$ cat config.mk
export PLATFORM = sky130hd
export DESIGN_NAME = utf8_to_modified_utf8_encoder_core
export DESIGN_NICKNAME = d
export VERILOG_FILES = /design/src/hw/rtl/u8m_pkg.sv /design/src/hw/rtl/utf8_to_modified_utf8_encoder_core.sv /design/src/hw/rtl/u8m_front.sv /design/src/hw/rtl/u8m_queue.sv /design/src/hw/rtl/u8m_back.sv
export SDC_FILE = /design/constraint.sdc
export NUM_CORES = 1
export LEC_CHECK = 0
export ABC_CLOCK_PERIOD_IN_PS = 5830
export BUFFER_PORTS_ARGS = -buffer_cell sky130_fd_sc_hd__buf_2
export CAP_MARGIN = 20
export CORE_MARGIN = 3
export CORE_UTILIZATION = 50
export CTS_CLUSTER_DIAMETER = 80
export DETAILED_ROUTE_END_ITERATION = 10
export MAX_ROUTING_LAYER = met4
export PLACE_DENSITY = 0.76
export SETUP_SLACK_MARGIN = 0.5
export SLEW_MARGIN = 15
export SYNTH_ARGS = -nofsm -noshare
export SYNTH_HDL_FRONTEND = slang
export SYNTH_HIERARCHICAL = 1
export SYNTH_SLANG_ARGS = --single-unit
$ cat constraint.sdc
create_clock -name clk -period 5.83 [get_ports clk]
set_input_delay 0.2915 -clock clk [delete_from_list [all_inputs] [get_ports clk]]
set_output_delay 0.2915 -clock clk [all_outputs]
set_load 0.02 [all_outputs]
$ cat src/hw/rtl/u8m_pkg.sv
// ============================================================================
// u8m_pkg
// Shared widths, types and defaults for the UTF-8 to modified UTF-8 encoder.
// ============================================================================
package u8m_pkg;

    // Byte lanes on both streams
    localparam int BYTE_W = 8;

    // Assembled code point width (four-byte lead gives 3 + 3 * 6 bits)
    localparam int CODE_W = 21;

    // Default depth of the code point queue between front and back
    localparam int QUEUE_DEPTH_DEF = 4;

    typedef logic [CODE_W-1:0] code_t;
    typedef logic [BYTE_W-1:0] byte_t;

    // Queue status seen by front and back
    typedef struct packed {
        logic full;
        logic not_empty;
    } q_status_t;

endpackage

$ cat src/hw/rtl/utf8_to_modified_utf8_encoder_core.sv
// ============================================================================
// utf8_to_modified_utf8_encoder_core
// Converts standard UTF-8 to modified UTF-8 (zero as C0 80, supplementary
// characters as two three-byte surrogates).
// ============================================================================
//  channel   dir  tdata            tuser         tlast
//  s_axis    in   in_byte[7:0]     frame_start   -
//  m_axis    out  out_byte[7:0]    -             run_last
//
//  One input byte per cycle while the code point queue has room; a completed
//  character leaves as 1, 2, 3 or 6 bytes at one byte per cycle while
//  m_tready allows, set by the single output register of the back end.
//  Completed code points pass the queue, code register and output register.
//  rst_n clears sequence state, queue and output valid asynchronously.
//  Output stalls fill the queue; input then stalls when the queue is full.
// ============================================================================
module utf8_to_modified_utf8_encoder_core
#(
    parameter int QUEUE_DEPTH = u8m_pkg::QUEUE_DEPTH_DEF
)
(
    input  logic        clk,
    input  logic        rst_n,
    input  logic        s_tvalid,
    output logic        s_tready,
    input  logic [7:0]  s_tdata,   // [7:0] in_byte
    input  logic        s_tuser,   // [0] frame_start
    output logic        m_tvalid,
    input  logic        m_tready,
    output logic [7:0]  m_tdata,   // [7:0] out_byte
    output logic        m_tlast    // run_last
);

    u8m_pkg::q_status_t q_status;
    logic               push;
    u8m_pkg::code_t     push_code;
    logic               pop;
    u8m_pkg::code_t     head_code;

    u8m_front u_front
    (
        .clk         (clk),
        .rst_n       (rst_n),
        .in_valid    (s_tvalid),
        .in_ready    (s_tready),
        .in_byte     (s_tdata),
        .frame_start (s_tuser),
        .q_status    (q_status),
        .push        (push),
        .push_code   (push_code)
    );

    u8m_queue #(.DEPTH(QUEUE_DEPTH)) u_queue
    (
        .clk       (clk),
        .rst_n     (rst_n),
        .push      (push),
        .push_code (push_code),
        .pop       (pop),
        .head_code (head_code),
        .status    (q_status)
    );

    u8m_back u_back
    (
        .clk       (clk),
        .rst_n     (rst_n),
        .q_status  (q_status),
        .head_code (head_code),
        .pop       (pop),
        .out_valid (m_tvalid),
        .out_ready (m_tready),
        .out_byte  (m_tdata),
        .run_last  (m_tlast)
    );

endmodule

$ cat src/hw/rtl/u8m_front.sv
// ============================================================================
// u8m_front
// Input side: accepts raw UTF-8 bytes, tracks the sequence and pushes each
// completed code point into the queue.
// ============================================================================
module u8m_front
(
    input  logic                  clk,
    input  logic                  rst_n,
    input  logic                  in_valid,
    output logic                  in_ready,
    input  u8m_pkg::byte_t        in_byte,
    input  logic                  frame_start,
    input  u8m_pkg::q_status_t    q_status,
    output logic                  push,
    output u8m_pkg::code_t        push_code
);

    logic [1:0]      pending_reg;
    logic [1:0]      pending_next;
    u8m_pkg::code_t  accum_reg;
    u8m_pkg::code_t  accum_next;
    logic [1:0]      pend_eff;
    logic            take;

    assign in_ready = !q_status.full;
    assign take     = in_valid && in_ready;

    // Sequence decode
    always_comb
    begin
        pending_next = pending_reg;
        accum_next   = accum_reg;
        push         = 1'b0;
        push_code    = accum_reg;
        pend_eff     = frame_start ? 2'd0 : pending_reg;
        if (take)
        begin
            if (pend_eff == 2'd0)
            begin
                if (in_byte[7] == 1'b0)
                begin
                    // Single-byte character
                    accum_next   = {{(u8m_pkg::CODE_W-8){1'b0}}, in_byte};
                    pending_next = 2'd0;
                    push         = 1'b1;
                    push_code    = accum_next;
                end
                else if (in_byte[7:5] == 3'b110)
                begin
                    accum_next   = {{(u8m_pkg::CODE_W-5){1'b0}}, in_byte[4:0]};
                    pending_next = 2'd1;
                end
                else if (in_byte[7:4] == 4'b1110)
                begin
                    accum_next   = {{(u8m_pkg::CODE_W-4){1'b0}}, in_byte[3:0]};
                    pending_next = 2'd2;
                end
                else
                begin
                    // Any other lead opens a four-byte sequence
                    accum_next   = {{(u8m_pkg::CODE_W-3){1'b0}}, in_byte[2:0]};
                    pending_next = 2'd3;
                end
            end
            else
            begin
                // Continuation: low six bits only, top bits unchecked
                accum_next   = {accum_reg[u8m_pkg::CODE_W-7:0], in_byte[5:0]};
                pending_next = pend_eff - 2'd1;
                if (pend_eff == 2'd1)
                begin
                    push      = 1'b1;
                    push_code = accum_next;
                end
            end
        end
    end

    // Sequence state
    always_ff @(posedge clk or negedge rst_n)
    begin
        if (!rst_n)
        begin
            pending_reg <= 2'd0;
            accum_reg   <= '0;
        end
        else
        begin
            pending_reg <= pending_next;
            accum_reg   <= accum_next;
        end
    end

endmodule

$ cat src/hw/rtl/u8m_queue.sv
// ============================================================================
// u8m_queue
// Small FIFO of completed code points between the front and the back.
// ============================================================================
module u8m_queue
#(
    parameter int DEPTH = u8m_pkg::QUEUE_DEPTH_DEF
)
(
    input  logic                  clk,
    input  logic                  rst_n,
    input  logic                  push,
    input  u8m_pkg::code_t        push_code,
    input  logic                  pop,
    output u8m_pkg::code_t        head_code,
    output u8m_pkg::q_status_t    status
);

    localparam int PTR_W = (DEPTH > 1) ? $clog2(DEPTH) : 1;
    localparam int CNT_W = $clog2(DEPTH + 1);
    localparam logic [PTR_W-1:0] PTR_LAST = PTR_W'(DEPTH - 1);
    localparam logic [CNT_W-1:0] CNT_FULL = CNT_W'(DEPTH);

    u8m_pkg::code_t    mem [DEPTH];
    logic [PTR_W-1:0]  wr_ptr_reg;
    logic [PTR_W-1:0]  rd_ptr_reg;
    logic [CNT_W-1:0]  count_reg;
    logic              do_push;
    logic              do_pop;

    assign status.full      = (count_reg == CNT_FULL);
    assign status.not_empty = (count_reg != '0);
    assign do_push          = push && !status.full;
    assign do_pop           = pop && status.not_empty;
    assign head_code        = mem[rd_ptr_reg];

    // Storage
    always_ff @(posedge clk)
    begin
        if (do_push)
        begin
            mem[wr_ptr_reg] <= push_code;
        end
    end

    // Pointers and fill count
    always_ff @(posedge clk or negedge rst_n)
    begin
        if (!rst_n)
        begin
            wr_ptr_reg <= '0;
            rd_ptr_reg <= '0;
            count_reg  <= '0;
        end
        else
        begin
            if (do_push)
            begin
                wr_ptr_reg <= (wr_ptr_reg == PTR_LAST) ? '0 : wr_ptr_reg + 1'b1;
            end
            if (do_pop)
            begin
                rd_ptr_reg <= (rd_ptr_reg == PTR_LAST) ? '0 : rd_ptr_reg + 1'b1;
            end
            if (do_push && !do_pop)
            begin
                count_reg <= count_reg + 1'b1;
            end
            else if (do_pop && !do_push)
            begin
                count_reg <= count_reg - 1'b1;
            end
        end
    end

endmodule

$ cat src/hw/rtl/u8m_back.sv
// ============================================================================
// u8m_back
// Output side: takes one code point at a time from the queue and sends its
// modified UTF-8 bytes, one per cycle unless stalled, via an output register.
// ============================================================================
module u8m_back
(
    input  logic                  clk,
    input  logic                  rst_n,
    input  u8m_pkg::q_status_t    q_status,
    input  u8m_pkg::code_t        head_code,
    output logic                  pop,
    output logic                  out_valid,
    input  logic                  out_ready,
    output u8m_pkg::byte_t        out_byte,
    output logic                  run_last
);

    localparam u8m_pkg::code_t SUPP_BASE = u8m_pkg::CODE_W'(32'h10000);
    localparam logic [15:0]    HI_SURR   = 16'hD800;
    localparam logic [15:0]    LO_SURR   = 16'hDC00;

    // Number of output bytes for a code point
    function automatic logic [2:0] enc_len(input u8m_pkg::code_t code);
        logic [2:0] n;
        if (code == '0)
            n = 3'd2;
        else if (code <= u8m_pkg::CODE_W'(32'h7F))
            n = 3'd1;
        else if (code <= u8m_pkg::CODE_W'(32'h7FF))
            n = 3'd2;
        else if (code <= u8m_pkg::CODE_W'(32'hFFFF))
            n = 3'd3;
        else
            n = 3'd6;
        return n;
    endfunction

    // One byte of the three-byte form of a 16-bit unit
    function automatic u8m_pkg::byte_t enc_three(input logic [15:0] unit,
                                                 input logic [1:0] k);
        u8m_pkg::byte_t b;
        case (k)
            2'd0:    b = {4'hE, unit[15:12]};
            2'd1:    b = {2'b10, unit[11:6]};
            default: b = {2'b10, unit[5:0]};
        endcase
        return b;
    endfunction

    // Byte at position idx of the encoding
    function automatic u8m_pkg::byte_t enc_byte(input u8m_pkg::code_t code,
                                                input logic [2:0] idx);
        u8m_pkg::code_t cp;
        logic [15:0]    hi;
        logic [15:0]    lo;
        logic [2:0]     k;
        u8m_pkg::byte_t b;
        cp = code - SUPP_BASE;
        hi = HI_SURR | {5'd0, cp[20:10]};
        lo = LO_SURR | {6'd0, cp[9:0]};
        k  = idx - 3'd3;
        if (code == '0)
            b = (idx == 3'd0) ? 8'hC0 : 8'h80;
        else if (code <= u8m_pkg::CODE_W'(32'h7F))
            b = {1'b0, code[6:0]};
        else if (code <= u8m_pkg::CODE_W'(32'h7FF))
            b = (idx == 3'd0) ? {3'b110, code[10:6]} : {2'b10, code[5:0]};
        else if (code <= u8m_pkg::CODE_W'(32'hFFFF))
            b = enc_three(code[15:0], idx[1:0]);
        else if (idx < 3'd3)
            b = enc_three(hi, idx[1:0]);
        else
            b = enc_three(lo, k[1:0]);
        return b;
    endfunction

    logic            cur_valid_reg;
    u8m_pkg::code_t  cur_code_reg;
    logic [2:0]      idx_reg;
    logic            out_valid_reg;
    u8m_pkg::byte_t  out_byte_reg;
    logic            out_last_reg;
    logic            out_free;
    logic            move;
    logic            at_end;
    logic            last_move;

    assign out_free  = !out_valid_reg || out_ready;
    assign move      = cur_valid_reg && out_free;
    assign at_end    = (idx_reg == enc_len(cur_code_reg) - 3'd1);
    assign last_move = move && at_end;
    assign pop       = q_status.not_empty && (!cur_valid_reg || last_move);

    assign out_valid = out_valid_reg;
    assign out_byte  = out_byte_reg;
    assign run_last  = out_last_reg;

    // Current code point and byte index
    always_ff @(posedge clk or negedge rst_n)
    begin
        if (!rst_n)
        begin
            cur_valid_reg <= 1'b0;
            idx_reg       <= '0;
        end
        else if (pop)
        begin
            cur_valid_reg <= 1'b1;
            idx_reg       <= '0;
        end
        else if (last_move)
        begin
            cur_valid_reg <= 1'b0;
        end
        else if (move)
        begin
            idx_reg <= idx_reg + 3'd1;
        end
    end

    always_ff @(posedge clk)
    begin
        if (pop)
        begin
            cur_code_reg <= head_code;
        end
    end

    // Output register
    always_ff @(posedge clk or negedge rst_n)
    begin
        if (!rst_n)
        begin
            out_valid_reg <= 1'b0;
        end
        else if (move)
        begin
            out_valid_reg <= 1'b1;
        end
        else if (out_ready)
        begin
            out_valid_reg <= 1'b0;
        end
    end

    always_ff @(posedge clk)
    begin
        if (move)
        begin
            out_byte_reg <= enc_byte(cur_code_reg, idx_reg);
            out_last_reg <= at_end;
        end
    end

endmodule

After elaboration in Yosys (flattened, before gate mapping)

Memory sizes are Yosys's and may differ from the RTL's. A register that Yosys moved wholly into a read port is not among the register bits.
Cells that the tools add are included.

Register bits after elaboration: 44
RAM bits: 84
Input port bits: 13
Output and inout port bits: 11
Memories: 1

Memories:

| name        | depth | bits a word | rd ports | clocked after Yosys merged registers in | wr ports | RTL line        | text |
|---|---|---|---|---|---|---|---|
| u_queue.mem | 4     | 21          | 1        | 1                                       | 1        | u8m_queue.sv:24 | `u8m_pkg::code_t mem [DEPTH];` |

Add/sub/neg operators: 9
Order comparisons: 4
Eq/ne operators: 10
Multiplexer cells: 44
Reduce and logical (&&, ||, !) cells: 26

Operator list:

| cell                   | count |
|---|---|
| $mux 21                | 7 |
| $pmux 7 s2             | 3 |
| $mux 8                 | 5 |
| $mux 3                 | 9 |
| $le 21x11->1 const B   | 1 |
| $le 21x16->1 const B   | 1 |
| $le 21x7->1 const B    | 1 |
| $logic_not 21->1       | 1 |
| $sub 21x17->21 const B | 1 |
| $mux 7                 | 2 |
| $mux 2                 | 6 |
| $mux 1                 | 11 |
| $logic_and 1x1->1      | 8 |
| $reduce_bool 2->1      | 4 |
| $add 3x1->3 const B    | 2 |
| $eq 2x1->1 const B     | 3 |
| $eq 3x3->1 const B     | 2 |
| $logic_not 2->1        | 3 |
| $sub 3x1->3 const B    | 2 |
| $logic_not 1->1        | 5 |
| $add 2x1->2 const B    | 2 |
| $eq 2x2->1 const B     | 2 |
| $eq 4x4->1 const B     | 1 |
| $mux 4                 | 1 |
| 9 further kinds        | 10 |

Depth between registers and ports, before layout

Depth after elaboration: 14
Mapped depth: 21

Hierarchy

Netlist, hierarchy kept.

By module, submodules not included:

| module    | instances | cells an instance | area an instance (µm²) |
|---|---|---|---|
| u8m_queue | 1         | 147               | 3520.9 |
| u8m_back  | 1         | 219               | 2208.4 |
| u8m_front | 1         | 106               | 1176.1 |

Worst setup path before layout

Ideal clock, no wire load.

Path type: reg2reg
Start: reg u_back.cur_code_reg[16], read port of u_queue.mem
End: reg u_queue.count_reg[1]
Setup time: 125 ps
Arrival time: 5196 ps
Required time: 5705 ps
Setup slack: 509 ps
Cell stages (with the launch flop): 20
Clock period less this slack: 5321 ps
Path through: edfxtp_1 > inv_1 > ha_1 > or4b_4 > nor3_1 > o21ai_2 > or2_4 > nand2_1 > inv_1 > ha_1 > xor2_1 > or2b_1 > mux2i_1 > nand3_2 > o22ai_1 > nand2_4 > ha_1 > inv_1 > fa_1 > mux2_2

Word-level cells in the longest chain between the ends: 14

Ends and longest elaborated chain:

| item                                               | RTL line                                 | text |
|---|---|---|
| start, declared                                    | u8m_back.sv:79                           | `u8m_pkg::code_t cur_code_reg;` |
| $le 21x16->1                                       | u8m_back.sv:32                           | `else if (code <= u8m_pkg::CODE_W'(32'hFFFF))` |
| $mux 3                                             | u8m_back.sv:32                           |  |
| $mux 3                                             | u8m_back.sv:30                           | `else if (code <= u8m_pkg::CODE_W'(32'h7FF))` |
| $mux 3                                             | u8m_back.sv:28                           | `else if (code <= u8m_pkg::CODE_W'(32'h7F))` |
| $mux 3 *                                           | u8m_back.sv:26                           | `if (code == '0)` |
| $sub 3x1->3 *                                      | u8m_back.sv:91                           | `assign at_end = (idx_reg == enc_len(cur_code_reg) - 3'd1);` |
| $eq 3x3->1 *                                       | u8m_back.sv:91                           |  |
| $logic_and 1x1->1 *                                | u8m_back.sv:92                           | `assign last_move = move && at_end;` |
| $logic_or 1x1->1 *                                 | u8m_back.sv:93                           | `assign pop = q_status.not_empty && (!cur_valid_reg \|\| last_move);` |
| $logic_and 1x1->1 *                                | u8m_back.sv:93                           |  |
| via pop                                            | utf8_to_modified_utf8_encoder_core.sv:37 | `logic pop;` |
| $logic_and 1x1->1 *                                | u8m_queue.sv:34                          | `assign do_pop = pop && status.not_empty;` |
| $logic_not 1->1                                    | u8m_queue.sv:65                          | `if (do_push && !do_pop)` |
| $logic_and 1x1->1                                  | u8m_queue.sv:65                          |  |
| $mux 3 / $reduce_bool 2->1 (equally long branches) | -                                        |  |
| end signal, assigned                               | u8m_queue.sv:67                          | `count_reg <= count_reg + 1'b1;` |
| end signal, assigned                               | u8m_queue.sv:71                          | `count_reg <= count_reg - 1'b1;` |
| end, declared                                      | u8m_queue.sv:27                          | `logic [CNT_W-1:0] count_reg;` |

Mark *: on every way through the listed nets, which the timed path passes. The rest lies on a longest branch.
A chain may end at the register's enable or synchronous reset.

Worst setup path in the final report

Ends and elaborated chain as after synthesis.

==> results list <==
- Post-CTS clock slew at the launch and capture registers of the worst setup and hold paths: 60 ps
- Fraction of layout instances using a drive strength above 1: 23.0%
- Worst hold path depth: 3
- Vias in the first global route: 4189
- Setup slack after placement: 970 ps
* Register bit total from synthesis: 149
* Count of port buffers added during placement: 23
- Clock tree synthesis selected as its root buffer the cell clkbuf_16.
- Highest net fanout along the worst path: 22
* Max rail drop VDD: around 260 uV
- In the final timing run, aggregate negative setup slack is 0 ps.
* Buffer depth of the longest clock path: 2
- The synthesized design spends more area on one cell type than any other, namely edfxtp_1.
- Slew Limit Headroom: 31.4%
* Number of antenna diodes: 0
* Half-perimeter wire length of the detailed placement result: 8.76 mm
* Starting density of the core: 51.5%
- The filler cells instantiated in the layout total 1022.
- When the netlist entered floorplanning its net count stood at about 500.
* Launch point of the worst reg-to-reg path: u_back/cur_code_reg[16]
- Syn_area_per_cell: roughly 15 sq um
* Maximum cell stage delay along the critical path: about 480 ps
- Among all flip-flop cells after synthesis, the most frequent one is edfxtp_1.
* Die W: 124 um
- For this run, the register share of the synthesized area comes to 62.3%.
- Combined global-route utilization of all metal layers: 19.9%
- For this design, the sink count on the clock tree is 149.
* TritonRoute pass-1 iters: 5
- Via count normalized by instance count: 6.03
- Status: finished clean
- Setup slack on the critical path of the routed design comes to 833 ps.
- Top-Level Pins: 24
- In this run the most critical hold path is launched from s_tdata[2].
* Top cell type's share of synthesized area: 49.6%
- Hold violation total from the final report: 0
* Clock insertion delay at the later pin of the skew report: 420 ps
- In the finished design, the share of the clock period the worst path needs comes to 85.7%.
* PwrDens: 491 nW/um^2
* Type of the most critical hold path: input port to flop
- Async S/R FF share, synth: a little under a quarter
- Area of the core region: roughly 13000 sq um
- The floorplan step defined a die boundary enclosing 15300 sq um.
- The worst register-to-register path has a setup slack of 830 ps.
- Antenna violations before repair: 0
- At the end of the flow, the number of nets in the layout was 522.
- Number of H-tree levels: 4
- Buf/Inv on CP: 4
- The first global-routing pass estimated roughly 22 mm of wire.
- In this run the worst setup path begins at u_back/cur_code_reg[16].
* WL per Instance: 19.4 um
- Crit-path slowest cell: or4b_4
- Entering global routing, the biggest net connects 36 pins.
- The worst register-to-register path ends at u_queue/count_reg[1].
- Height of the chip: 124 um
- At the worst endpoint, the arrival time is 5290 ps.
- Final slew viol count: 0
- TritonCTS built the clock tree.
* Detailed Route WL: 13.3 mm
- Traced cell by cell, the critical path runs through inv_1 -> ha_1 -> or4b_4 -> nor3_1 -> mux2i_4 -> o21ai_0 -> nand2_1 -> inv_1 -> ha_1 -> xor2_1 -> or2b_1 -> mux2i_1 -> nand3_2 -> o22ai_2 -> buf_4 -> nand2_4 -> ha_1 -> inv_1 -> fa_1 -> mux2_2.
- For the final database, setup skew stands at 12.0 ps.
- Routability-driven placement finished with a final weighted congestion of 0.962.
- Synthesis handed over a netlist of around 470 instances.
* Number of violations of the max-capacitance limit: 0
- STA classifies the critical path endpoint as a flop.
- The number of setup buffers added after CTS is 0.
- For the worst flop-to-flop path, the logic depth is 20.
- The path with the worst hold slack has its endpoint at u_front/accum_reg[2].
- Post-route ant nets: 0
* Number of flip-flops in the largest register: between 80 and 90
- Overall power after layout: 3.82 mW
* Total number of vias: 4130
- Unrepaired setup endpoints after global routing: no
* Number of unique standard cell types used by synthesis: 75
* Transition time at the pin with the least slew margin: 1030 ps
- Hold timing on the final database bottoms out at a slack of between 80 and 90 ps.
- Area growth from synthesis to layout: 12.6%
- Cells fill 58.0% of the core in the end.
- Core Rows: 42
- Global route total overflow: 0
- After detailed routing, the number of remaining DRC violations is 0.
* Static Leakage: 2.93 nW
* Worst Setup Start Kind: flop
- For the worst setup path, the data required time is around 6100 ps.
- The clock period could shrink to 5000 ps.
* Inserted Clock Buffers: 17
* Achievable frequency: 0.200 GHz
- Synth area leaders: edfxtp_1 (50%), dfrtp_1 (13%), mux4_2 (6.8%)
- CP delay by family, top: simple AND/OR/NAND/NOR gates
* Endpoints failing setup: 0
* Iteration-0 DRC count of the detailed router: between 400 and 500
- Combined area of all synthesized cells: 6910 sq um
- The worst setup path is of the flop to flop kind.
* Number of synthesized flops with an enable pin: 114
- Synth warn: 6
## placed cells by master, fill, tap and decap left out, types with 3 or more instances in the layout
master and count:
clkbuf_16 19, o21ai_0 18, dfrtp_1 35, nand4_1 4
nand2b_1 5, inv_1 17, edfxtp_1 114, clkinv_4 4
o211ai_1 3, o2bb2ai_1 4, mux4_2 21, buf_2 23
inv_6 3, a22o_1 30, nand2_1 38, xor2_1 5
and2_2 4, nor3_1 8, mux2i_1 8, xnor2_1 4
mux2_2 3, mux2_4 8, a211oi_1 3, o22ai_1 3
nor2_1 16, ha_1 12, nor2b_1 5, a21oi_1 18
nor3b_1 3
## layout make-up
cell class	instances	area (sq um)	share of cell area, %
clock buffers	21	493	6.34
clock inverters	11	134	1.72
inverters	19	76.3	0.981
multi-input cells	283	2410	31.0
flip-flops and latches	149	4300	55.3
well taps	176	220	2.83
repair buffers	26	140	1.80
## per-stage QoR
| step | std cells | instance area [sq um] |
|---|---|---|
| after detailed placement | 652 | 7130 |
| final | 685 | 7780 |
| after global placement | 652 | 7130 |
| after CTS | 685 | 7770 |
| after floorplan | 472 | 6910 |
| after global routing | 685 | 7780 |
## Yosys cell counts, types with 10 or more instances
library cell  number
nand2_1           38
ha_1              12
inv_1             17
o21ai_0           18
nor2_1            16
a22o_1            30
a21oi_1           18
mux4_2            21
dfrtp_1           35
edfxtp_1         114
clkbuf_1          10
## where the power goes
| part | leakage (nW) | internal [mW] | total (mW) | switching [mW] |
|---|---|---|---|---|
| Sequential | 1.50 | 1.43 | 1.61 | 0.173 |
| Clock | 0.311 | 0.701 | 1.13 | 0.430 |
| Combinational | 1.12 | 0.481 | 1.08 | 0.597 |
## cell families (layout without fill, tap and decap cells)
group           count (synthesis)  count (layout)  synth area share [%]
compound gates                105             105                  11.1
xor+xnor                        9               9                  1.14
fa+ha+maj                      13              13                  2.46
buf+inv                        40              77                  2.99
flops                         149             149                  62.3
mux                            41              41                  10.4
simple gates                  115             115                  9.62
## worst reg2reg max path, stage by stage, from the launching register on
cell and delay, ps:
edfxtp_1 400, inv_1 110, ha_1 170, or4b_4 480
nor3_1 360, mux2i_4 200, o21ai_0 260, nand2_1 150
inv_1 100, ha_1 240, xor2_1 190, or2b_1 250
mux2i_1 290, nand3_2 170, o22ai_2 140, buf_4 310
nand2_4 110, ha_1 220, inv_1 70, fa_1 390
mux2_2 260
## repair_timing
item                       CTS  global route
resized for setup            0             1
hold endpoints to repair    35             0
setup endpoints to repair    0             1
hold buffers                 1             0
## metal layers
metal  up-vias  global-route usage (%)  part of all wire (%)
li1       1888                       -                     -
met1      2104                    25.1                    43
met2       116                    32.2                    52
met3        22                    3.89                   3.5
met4         0                    7.82                   1.6
met5         -                       -                     0
## worst max-delay path by stage
stage | endpoint | slack, ps | cells past startpoint
2_1_floorplan | u_queue/count_reg[1] | 510 | 19
6_report | u_queue/count_reg[1] | 830 | 20
4_1_cts | u_queue/count_reg[1] | 970 | 18
5_1_grt | u_queue/count_reg[1] | 520 | 20
3_5_place_dp | u_queue/count_reg[1] | 970 | 18
3_3_place_gp | u_queue/count_reg[1] | 1180 | 18
Note: power is estimated with default switching activity, not from simulation.
